**config.mk**
```make
export PLATFORM = sky130hd
export DESIGN_NAME = itv_ctrl
export DESIGN_NICKNAME = d
export VERILOG_FILES = /design/src/hdl/itv_pkg.sv /design/src/hdl/itv_ctrl.sv
export VERILOG_INCLUDE_DIRS = /design/src /design/src/hdl
export SDC_FILE = /design/constraint.sdc
export NUM_CORES = 1
export LEC_CHECK = 0
export ABC_AREA = 1
export BUFFER_PORTS_ARGS = -buffer_cell sky130_fd_sc_hd__buf_2
export CAP_MARGIN = 10
export CORE_AREA = 2 2 39 41
export DETAILED_ROUTE_END_ITERATION = 10
export DIE_AREA = 0 0 41 43
export PLACE_DENSITY = 0.54
export SYNTH_ARGS = -nofsm -noshare
export SYNTH_HDL_FRONTEND = slang
export SYNTH_SLANG_ARGS = --single-unit
```
**constraint.sdc**
```tcl
create_clock -name clock -period 1.2 [get_ports clock]
set_input_delay 0.18 -clock clock [delete_from_list [all_inputs] [get_ports clock]]
set_output_delay 0.18 -clock clock [all_outputs]
set_load 0.01 [all_outputs]
```
**src/hdl/isotropic_total_variation_top_defines.svh**
```systemverilog
// ----------------------------------------------------------------------------
// isotropic total variation assertion macros
// shared concurrent assertion forms for the controller and the datapath
// ----------------------------------------------------------------------------
`ifndef ISOTROPIC_TOTAL_VARIATION_TOP_DEFINES_SVH
`define ISOTROPIC_TOTAL_VARIATION_TOP_DEFINES_SVH

// same-cycle implication, checked out of reset
`define ITV_ASSERT_SAME(label, clk, rst, ante, cons, msg) \
   label: assert property (@(posedge clk) disable iff (rst) (ante) |-> (cons)) \
      else $error(msg);

// next-cycle implication, checked out of reset
`define ITV_ASSERT_NEXT(label, clk, rst, ante, cons, msg) \
   label: assert property (@(posedge clk) disable iff (rst) (ante) |=> (cons)) \
      else $error(msg);

`endif

```
**src/hdl/itv_pkg.sv**
```systemverilog
// ----------------------------------------------------------------------------
// itv_pkg
// sizes, codes, command types and helpers of the total variation block
// ----------------------------------------------------------------------------
package itv_pkg;

   localparam int MAX_WIDTH  = 1024;
   localparam int MAX_HEIGHT = 1024;
   localparam int PIXEL_BITS = 16;
   localparam int FRAC_BITS  = 8;

   localparam int COL_W  = $clog2(MAX_WIDTH);
   localparam int ROW_W  = $clog2(MAX_HEIGHT);
   localparam int SIZE_W = 11;
   localparam int SUM_W  = 46;

   // dx^2 + dy^2 of two pixel-wide magnitudes
   localparam int SQ_W       = 2 * PIXEL_BITS + 1;
   // one root digit per bit pair of the radicand, plus the fraction
   localparam int ROOT_STEPS = (SQ_W + 1) / 2 + FRAC_BITS;
   localparam int ROOT_W     = ROOT_STEPS;
   localparam int REM_W      = ROOT_W + 2;
   localparam int RAD_W      = 2 * ROOT_STEPS;
   localparam int STEP_W     = $clog2(ROOT_STEPS);
   localparam int TERM_W     = ROOT_W;

   localparam logic [SUM_W-1:0]  SUM_MAX    = {SUM_W{1'b1}};
   localparam logic [SIZE_W-1:0] WIDTH_MAX  = SIZE_W'(MAX_WIDTH);
   localparam logic [SIZE_W-1:0] HEIGHT_MAX = SIZE_W'(MAX_HEIGHT);
   localparam logic [STEP_W-1:0] STEP_LAST  = STEP_W'(ROOT_STEPS - 1);

   // register map
   localparam int CSR_ADDR_W = 3;
   localparam int CSR_DATA_W = 32;
   localparam logic REG_IMAGE_WIDTH  = 1'b0;
   localparam logic REG_IMAGE_HEIGHT = 1'b1;

   typedef enum logic [3:0] {
      S_IDLE,
      S_READ_UP,
      S_DIFF,
      S_SQ_X,
      S_SQ_Y,
      S_ROOT,
      S_ACC_V,
      S_ACC_H,
      S_COMMIT
   } state_type;

   typedef struct packed {
      logic cap_pixel;
      logic cap_up;
      logic rd_right;
      logic cap_diff;
      logic sq_x;
      logic sq_y;
      logic root_step;
      logic acc_v;
      logic acc_h;
      logic commit;
      logic load_out;
   } ctrl_cmd_type;

   typedef struct packed {
      logic need_root;
      logic root_last;
      logic frame_end;
   } dp_status_type;

   function automatic logic [PIXEL_BITS-1:0] abs_diff(
      input logic signed [PIXEL_BITS-1:0] a,
      input logic signed [PIXEL_BITS-1:0] b
   );
      logic signed [PIXEL_BITS:0] d;
      d = $signed({a[PIXEL_BITS-1], a}) - $signed({b[PIXEL_BITS-1], b});
      if (d[PIXEL_BITS]) begin
         d = -d;
      end
      return d[PIXEL_BITS-1:0];
   endfunction

   // 0 acts as 1, anything above the maximum acts as the maximum
   function automatic logic [SIZE_W-1:0] clamp_size(
      input logic [SIZE_W-1:0] v,
      input logic [SIZE_W-1:0] vmax
   );
      logic [SIZE_W-1:0] r;
      r = v;
      if (v == '0) begin
         r = SIZE_W'(1);
      end else if (v > vmax) begin
         r = vmax;
      end
      return r;
   endfunction

endpackage

```
**src/hdl/itv_ctrl.sv**
```systemverilog
// ----------------------------------------------------------------------------
// itv_ctrl
// sequencer for one pixel: line buffer reads, squares, root digits, sums
// ----------------------------------------------------------------------------
`include "isotropic_total_variation_top_defines.svh"

module itv_ctrl (
   input  logic                  clock,
   input  logic                  reset,
   input  logic                  req_valid,
   output logic                  req_stall,
   output logic                  rsp_valid,
   input  logic                  rsp_stall,
   input  itv_pkg::dp_status_type status,
   output itv_pkg::ctrl_cmd_type  cmd
);

   itv_pkg::state_type state_ff, state_in;
   logic rsp_valid_ff, rsp_valid_in;
   logic out_free;
   logic accept;

   assign out_free = !rsp_valid_ff || !rsp_stall;
   assign accept   = req_valid && (state_ff == itv_pkg::S_IDLE);

   always_comb begin
      state_in = state_ff;
      unique case (state_ff)
         itv_pkg::S_IDLE: begin
            if (req_valid) state_in = itv_pkg::S_READ_UP;
         end
         itv_pkg::S_READ_UP: state_in = itv_pkg::S_DIFF;
         itv_pkg::S_DIFF: begin
            state_in = status.need_root ? itv_pkg::S_SQ_X : itv_pkg::S_ACC_V;
         end
         itv_pkg::S_SQ_X: state_in = itv_pkg::S_SQ_Y;
         itv_pkg::S_SQ_Y: state_in = itv_pkg::S_ROOT;
         itv_pkg::S_ROOT: begin
            if (status.root_last) state_in = itv_pkg::S_ACC_V;
         end
         itv_pkg::S_ACC_V: state_in = itv_pkg::S_ACC_H;
         itv_pkg::S_ACC_H: state_in = itv_pkg::S_COMMIT;
         itv_pkg::S_COMMIT: begin
            // a finished frame waits for the output word to be free
            if (!status.frame_end || out_free) state_in = itv_pkg::S_IDLE;
         end
         default: state_in = itv_pkg::S_IDLE;
      endcase
   end

   always_comb begin
      cmd = '0;
      unique case (state_ff)
         itv_pkg::S_IDLE:    cmd.cap_pixel = accept;
         itv_pkg::S_READ_UP: begin
            cmd.cap_up   = 1'b1;
            cmd.rd_right = 1'b1;
         end
         itv_pkg::S_DIFF:    cmd.cap_diff  = 1'b1;
         itv_pkg::S_SQ_X:    cmd.sq_x      = 1'b1;
         itv_pkg::S_SQ_Y:    cmd.sq_y      = 1'b1;
         itv_pkg::S_ROOT:    cmd.root_step = 1'b1;
         itv_pkg::S_ACC_V:   cmd.acc_v     = 1'b1;
         itv_pkg::S_ACC_H:   cmd.acc_h     = 1'b1;
         itv_pkg::S_COMMIT: begin
            cmd.commit   = !status.frame_end || out_free;
            cmd.load_out = status.frame_end && out_free;
         end
         default: cmd = '0;
      endcase
   end

   always_comb begin
      rsp_valid_in = rsp_valid_ff;
      if (cmd.load_out) begin
         rsp_valid_in = 1'b1;
      end else if (rsp_valid_ff && !rsp_stall) begin
         rsp_valid_in = 1'b0;
      end
   end

   always_ff @(posedge clock) begin
      if (reset) begin
         state_ff     <= itv_pkg::S_IDLE;
         rsp_valid_ff <= 1'b0;
      end else begin
         state_ff     <= state_in;
         rsp_valid_ff <= rsp_valid_in;
      end
   end

   assign req_stall = (state_ff != itv_pkg::S_IDLE);
   assign rsp_valid = rsp_valid_ff;

   `ITV_ASSERT_NEXT(a_accept_reads, clock, reset, accept, state_ff == itv_pkg::S_READ_UP,
      "accepted word did not start the line buffer read")
   `ITV_ASSERT_SAME(a_load_free, clock, reset, cmd.load_out, !rsp_valid_ff || !rsp_stall,
      "result loaded over a word still waiting")
   `ITV_ASSERT_NEXT(a_root_runs, clock, reset,
      (state_ff == itv_pkg::S_ROOT) && !status.root_last, state_ff == itv_pkg::S_ROOT,
      "root iteration left early")

endmodule

```
**Word-level counts from Yosys, hierarchy flattened**

Cells that the tools add are included.

- Bits in registers: 5
- Bits of input ports: 7
- Output and inout bits: 13
- Logic and storage cells: 41

- Equal/unequal tests: 11
- Mux-type cells: 16
- Reduce and logical (&&, ||, !) cells: 12

Operator list:

| kind | count |
|---|---|
| $pmux W4 S9 | 1 |
| $eq A4 B3 Y1 const B | 4 |
| $mux W4 | 3 |
| $mux W1 | 9 |
| $eq A4 B2 Y1 const B | 2 |
| $ne A2 B2 Y1 const B | 3 |
| $eq A4 B1 Y1 const B | 1 |
| $eq A4 B4 Y1 const B | 1 |
| $logic_not A4 Y1 | 1 |
| $mux W2 | 2 |
| $reduce_bool A4 Y1 | 1 |
| $logic_and A1 B1 Y1 | 3 |
| $logic_not A1 Y1 | 3 |
| $mux W3 | 1 |
| $reduce_and A3 Y1 | 1 |
| $logic_or A1 B1 Y1 | 2 |
| $reduce_bool A2 Y1 | 1 |

**Longest topological paths before layout**

Gate-level depths: netlist of the first run.

- Depth after elaboration: 5
- Depth in mapped cells: 7
- Gate-level depth less buffers: 7

**Worst setup path after synthesis of the first run**

OpenSTA, ideal clock, no wires.

- Kind: flip-flop to output port
- Start: register state_ff[2]
- End: output port cmd[9] (netlist name)
- Data arrival time: 0.967 ns
- Data required time: 1.020 ns
- Slack: 0.053 ns
- Cell stages (with the launch flop): 5
- Path buffers: 1
- Cell sequence: dfxtp_1 -> nor2_2 -> inv_1 -> nor2_1 -> buf_4

RTL lines:

| element | RTL line | source |
|---|---|---|
| start: declaration | itv_ctrl.sv:18 | `itv_pkg::state_type state_ff, state_in;` |
| start signal: assignment | itv_ctrl.sv:84 | `state_ff <= itv_pkg::S_IDLE;` |
| start signal: assignment | itv_ctrl.sv:87 | `state_ff <= state_in;` |
| end: declaration | itv_ctrl.sv:15 | `output itv_pkg::ctrl_cmd_type cmd` |

==> run_results.csv, run 1 <==
group,metric,value,unit
pwr,switching_power,0.000472,W
logic_synthesis,synth.area.top_cells,"dfxtp_1 27%, nor2_2 14%, inv_1 11%",
critical_path,worst-r2r-cell-count,7,
timing,fmax,761,MHz
timing,slew-limit-headroom,0.856,
critical_path,reg2reg_slack,40,ps
die,die_h,43,µm
critical_path,arrival,1130,ps
critical_path,cp_max_fo,5,
placement,place_hpwl,661,µm
critical_path,crit_chain,"nor2_4 > nand3_2 > nor2_1 > buf_2",
die,die_area,0.00176,mm²
timing,skew,2.36,ps
timing,worst-slew-pin-transition,215,ps
critical_path,timing.critical_path.from_type,"flip-flop",
die,start_util,0.268,
cts,clockRootBuffer,"clkbuf_4",
critical_path,crit_path_start,"state_ff[1]",
cells_and_area,areaGrowthSynthToFinish,83.8,%
route,totalWireLength,1.08,mm
global_route,grt_pass1_wl,1.53,mm
global_route,met1_usage,0.142,
global_route,use_met3,0.0524,
critical_path,max_stage_delay,370,ps
route,first_pass_iters,4,
critical_path,criticalPathCategory,"flip-flop to output port",
global_route,grt_overflow,0,
worst_hold_path,hold_path_class,"input pin to flip-flop",
placement,placed_cells,93,
route,avgRoutedWirePerCell,10.2,µm
cells_and_area,drive_gt1_frac,0.700,
logic_synthesis,yosysTopAreaCellShare,0.270,
route,final_antenna_net_count,0,
critical_path,r2r-start,"state_ff[2]",
global_route,busiest_layer,"met2",
critical_path,end_kind,"output port",
route,vias,472,
cts,cts_tree,"done",
cts,htreeDepth,1,
pwr,power_density,1600,mW/mm²
cells_and_area,n_antenna_cell,0,
placement,routabilityCongestion,0.713,
logic_synthesis,synth_area,370,µm²
logic_synthesis,synth_fp_nets,66,
route,drc,0,
timing,fin_crit,1310,ps
timing,setup_tns,-594,ps
cts,cts_max_path_buffers,2,
global_route,use_met2,0.203,
global_route,grt_max_degree,8,
route,drt-vias-per-instance,4.45,
die,core,0.00138,mm²
cells_and_area,finalCoreUtilization,0.492,
die,die_w,41,µm
status,status,"finished, violations left",
cts,cts_sinks,5,
logic_synthesis,ys_seq_elements,5,
cells_and_area,stdcell_area,681,µm²
logic_synthesis,synth_area_per_cell,6.28,µm²
status,violations,"setup timing",
cts,clk_latency,240,ps
critical_path,cp_top_family,"flip-flops",
cts,postCtsHoldBufs,0,
pwr,internal-power,0.000620,W
pwr,sequentialPowerShare,0.262,
logic_synthesis,synth_warnings,0,
logic_synthesis,syn_inst,59,
pwr,peakVddDrop,724,µV
global_route,grt_pass1_vias,394,
pwr,clockPowerShare,0.183,
route,drtIter0Drc,5,
timing,setup_violations,11,
logic_synthesis,ys_types,14,
placement,place_area,478,µm²
timing,finalHoldViolCount,0,
critical_path,crit_slowest_cell,"dfxtp_4",
pwr,switching_share,0.432,
cells_and_area,mostFrequentLayoutCells,"16 x buf_2, 10 x buf_4, 9 x nor2_4",
die,io_pins,20,
timing,timing.final.ws_setup,-114,ps
placement,io_buffers,19,
pwr,comb_power_share,0.555,
global_route,grt_use_total,0.134,
run,cap_viol_max_count,0,
die,rows,14,
cts,cts_made_buffers,3,
pwr,p_leak,0.323,nW
cells_and_area,mostFrequentLayoutCell,"buf_2",
critical_path,cp.depth,4,
critical_path,cp_num_buf_inv,1,
logic_synthesis,yosysSeqAreaShare,0.270,
cells_and_area,instances_no_fill,106,
critical_path,required,1020,ps
cells_and_area,nets,98,
global_route,antenna_found_initial,0,
timing,drv_slew,0,
cts,path_clk_slew,50,ps
critical_path,r2r-end,"state_ff[0]",
timing,rsz0062_at_grt,"yes",
logic_synthesis,post-synth-top-area-cell,"dfxtp_1",
critical_path,crit_end,"cmd[0]",
timing,fin_crit_sh,1.10,
what timing repair did:
action                                  CTS  global route
endpoints found under the setup margin   12            14
pin swaps                                 7             6
gates resized for setup                  26             9
cloned                                    0             0
setup buffers                             8             1
hold endpoints to repair                  0             0
flip-flops by register name, indices dropped and copies added (netlist names):
signal / cells
rsp_valid: 1
state_ff: 4
synthesized netlist by cell type (all sizes together):
cell	number
nor2	18
buf	2
inv	12
dfxtp	5
nand2	9
nor3	3
o2bb2ai	1
a21oi	5
nand3	4
power by group through the flow:
stage	sequential [W]	clock [W]	combinational (W)
global placement	0.000239	0	0.000424
CTS	0.000269	0.000203	0.000548
global route	0.000293	0.000212	0.000673
floorplan	0.000233	0	0.000311
finish	0.000286	0.000200	0.000606
detailed placement	0.000240	0	0.000422
cell type report:
| cell class | count | area, µm² |
|---|---|---|
| inverters | 12 | 50.0 |
| flip-flops and latches | 5 | 115 |
| well taps | 16 | 20.0 |
| repair buffers | 29 | 189 |
| multi-input cells | 40 | 280 |
| clock buffers | 4 | 26.3 |
| fillers | 143 | 703 |
metal layers:
metal / part of all wire / vias up
met5: 0 / -
li1: - / 243
met1: 0.38 / 220
met2: 0.58 / 9
met3: 0.040 / 0
met4: 0 / 0
stage by stage:
stage | setup WS (ps) | total power, W | hold WS (ps)
CTS | -89.9 | 0.00102 | 147
global route | -145 | 0.00118 | 154
finish | -114 | 0.00109 | 155
floorplan | 52.7 | 0.000544 | 249
global placement | 90.2 | 0.000662 | 416
detailed placement | 98.3 | 0.000662 | 412
logic make-up (layout without fill, tap and decap cells):
family | after synthesis | in the layout | synth area share
AND/OR/NAND/NOR | 34 | 34 | 0.476
buffers and inverters | 14 | 45 | 0.162
AO/OA/AOI/OAI | 6 | 6 | 0.0912
flip-flops | 5 | 5 | 0.270
worst min path at each step:
stage | start | to | cells past startpoint
6_report | reset | state_ff[0] | 2
5_1_grt | reset | state_ff[0] | 2
4_1_cts | reset | state_ff[1] | 2
3_5_place_dp | reset | state_ff[3] | 2
3_3_place_gp | reset | state_ff[0] | 2
2_1_floorplan | reset | rsp_valid | 1
Note: power is estimated with default switching activity, not from simulation.
==> run 2, diff against run 1 <==
--- a/config.mk
+++ b/config.mk
@@ -12,7 +12,7 @@
 export CORE_AREA = 2 2 39 41
 export DETAILED_ROUTE_END_ITERATION = 10
 export DIE_AREA = 0 0 41 43
-export PLACE_DENSITY = 0.54
+export PLACE_DENSITY = 0.61
 export SYNTH_ARGS = -nofsm -noshare
 export SYNTH_HDL_FRONTEND = slang
 export SYNTH_SLANG_ARGS = --single-unit
==> run 2 against run 1 <==
  * Sequential cell count is the same
  * Largest power group unchanged
  * Register-to-register slack is essentially flat
  * Sequential power shrank 4%
  * Final cell count shrank 6.6%
  * Worst setup slack gained 34 ps
  * Clock-buffer cell count is the same
  * The run still ends with setup timing left
  * Non-clock buffer count shrank 7
==> run_results.csv, run 2 (synthesis results as in run 1) <==
group,metric,value,unit
cells_and_area,mostFrequentLayoutCells,"16 x buf_2, 8 x nor2_4, 7 x nand2_1",
global_route,grt_pass1_wl,1.41,mm
route,vias,434,
critical_path,cp_top_family,"flip-flops",
global_route,grt_use_total,0.129,
cells_and_area,areaGrowthSynthToFinish,66.6,%
cells_and_area,top_register,"state_ff",
pwr,peakVddDrop,573,µV
placement,routabilityCongestion,0.826,
critical_path,crit_slowest_cell,"dfxtp_4",
critical_path,reg2reg_slack,50,ps
critical_path,crit_chain,"inv_2 > nor2_4 > nand2_1 > a21oi_1 > buf_2",
die,die_h,43,µm
cts,htreeDepth,1,
global_route,grt_pass1_vias,381,
critical_path,criticalPathCategory,"flip-flop to output port",
pwr,sequentialPowerShare,0.279,
die,core,0.00138,mm²
global_route,grt_overflow,0,
timing,skew,4.97,ps
route,first_pass_iters,3,
global_route,antenna_found_initial,0,
timing,setup_violations,11,
cells_and_area,largest_reg_flops,4,
die,rows,14,
cells_and_area,nets,91,
route,avgRoutedWirePerCell,9.37,µm
timing,fin_crit_sh,1.07,
route,final_antenna_net_count,0,
timing,slew-limit-headroom,0.851,
pwr,power_density,1600,mW/mm²
route,drt-vias-per-instance,4.38,
status,status,"finished, violations left",
run,cap_viol_max_count,0,
cts,clockRootBuffer,"clkbuf_4",
die,io_pins,20,
timing,hold_slack,167,ps
route,drc,0,
critical_path,cp_num_buf_inv,2,
cts,postCtsHoldBufs,0,
cts,path_clk_slew,40,ps
critical_path,required,1020,ps
timing,fin_crit,1280,ps
route,totalWireLength,928,µm
pwr,power.total,0.000985,W
cells_and_area,n_antenna_cell,0,
worst_hold_path,hold_path_class,"input pin to flip-flop",
global_route,grt_max_degree,8,
status,violations,"setup timing",
cts,cts_max_path_buffers,2,
placement,io_buffers,19,
timing,timing.final.ws_setup,-79.8,ps
cells_and_area,mostFrequentLayoutCell,"buf_2",
critical_path,arrival,1100,ps
die,start_util,0.268,
pwr,p_leak,0.289,nW
critical_path,end_kind,"output port",
pwr,comb_power_share,0.526,
die,die_w,41,µm
cts,cts_sinks,5,
cts,clk_latency,240,ps
timing,finalHoldViolCount,0,
cts,cts_made_buffers,3,
timing,drv_slew,0,
pwr,clockPowerShare,0.194,
timing,fmax,781,MHz
cells_and_area,drive_gt1_frac,0.675,
cells_and_area,finalCoreUtilization,0.446,
cells_and_area,fillers,149,
die,die_area,0.00176,mm²
cts,cts_tree,"done",
pwr,internal-power,0.000552,W
timing,worst-slew-pin-transition,222,ps
critical_path,cp_max_fo,3,
route,drtIter0Drc,8,
placement,place_hpwl,712,µm
cells_and_area,multi_input_area,272,µm²
critical_path,max_stage_delay,370,ps
critical_path,timing.critical_path.from_type,"flip-flop",
timing,rsz0062_at_grt,"yes",
cells_and_area,seq_area,115,µm²
pwr,switching_power,0.000433,W
pwr,switching_share,0.439,
==> run 2: cell types whose count changed in the layout (fill, tap and decap cells not counted), sizes merged <==
cell / previous run / this run
buf: 29 / 22
==> run 2: worst paths after layout <==
path	start	endpoint	cells after the start
min reg2reg	rsp_valid	rsp_valid	2
min	reset	state_ff[1]	2
max	state_ff[3]	cmd[1]	5
max reg2reg	state_ff[3]	state_ff[0]	8
==> run 2: area by class of cell <==
class | count | share of cell area
sequential | 5 | 0.187
multi-input combinational | 40 | 0.440
tap | 16 | 0.0325
inverter | 12 | 0.0771
timing repair buffer | 22 | 0.221
clock buffer | 4 | 0.0426
==> run 2: routing by layer <==
layer  up-vias  GRT usage  wire (µm)
met5         -          0          0
met1       201      0.120        351
met2         8      0.200        536
met4         0      0.100          0
li1        225          -          -
met3         0     0.0628         40
==> run 2: repair_timing <==
item                                    4_1_cts  5_1_grt
pin swaps                                     3        6
endpoints found under the hold margin         0        0
gates resized for setup                      13       20
buffers inserted                              0        2
endpoints found under the setup margin       12       13
==> run 2: power groups by stage <==
stage                     registers (W)  clock network, W  logic, W
after detailed placement       0.000238                 0  0.000426
after global placement         0.000238                 0  0.000423
after CTS                      0.000253          0.000204  0.000455
after global routing           0.000280          0.000230  0.000573
after floorplan                0.000233                 0  0.000311
final                          0.000275          0.000191  0.000518
==> run 2: stage by stage <==
step,setup WS [ps],cell area [µm²],setup TNS [ps],instances
6_report,-79.8,617,-440,99
5_1_grt,-162,617,-1410,99
4_1_cts,-118,531,-777,97
3_5_place_dp,65.7,478,0,93
3_3_place_gp,69.4,478,0,93
2_1_floorplan,52.7,370,0,59
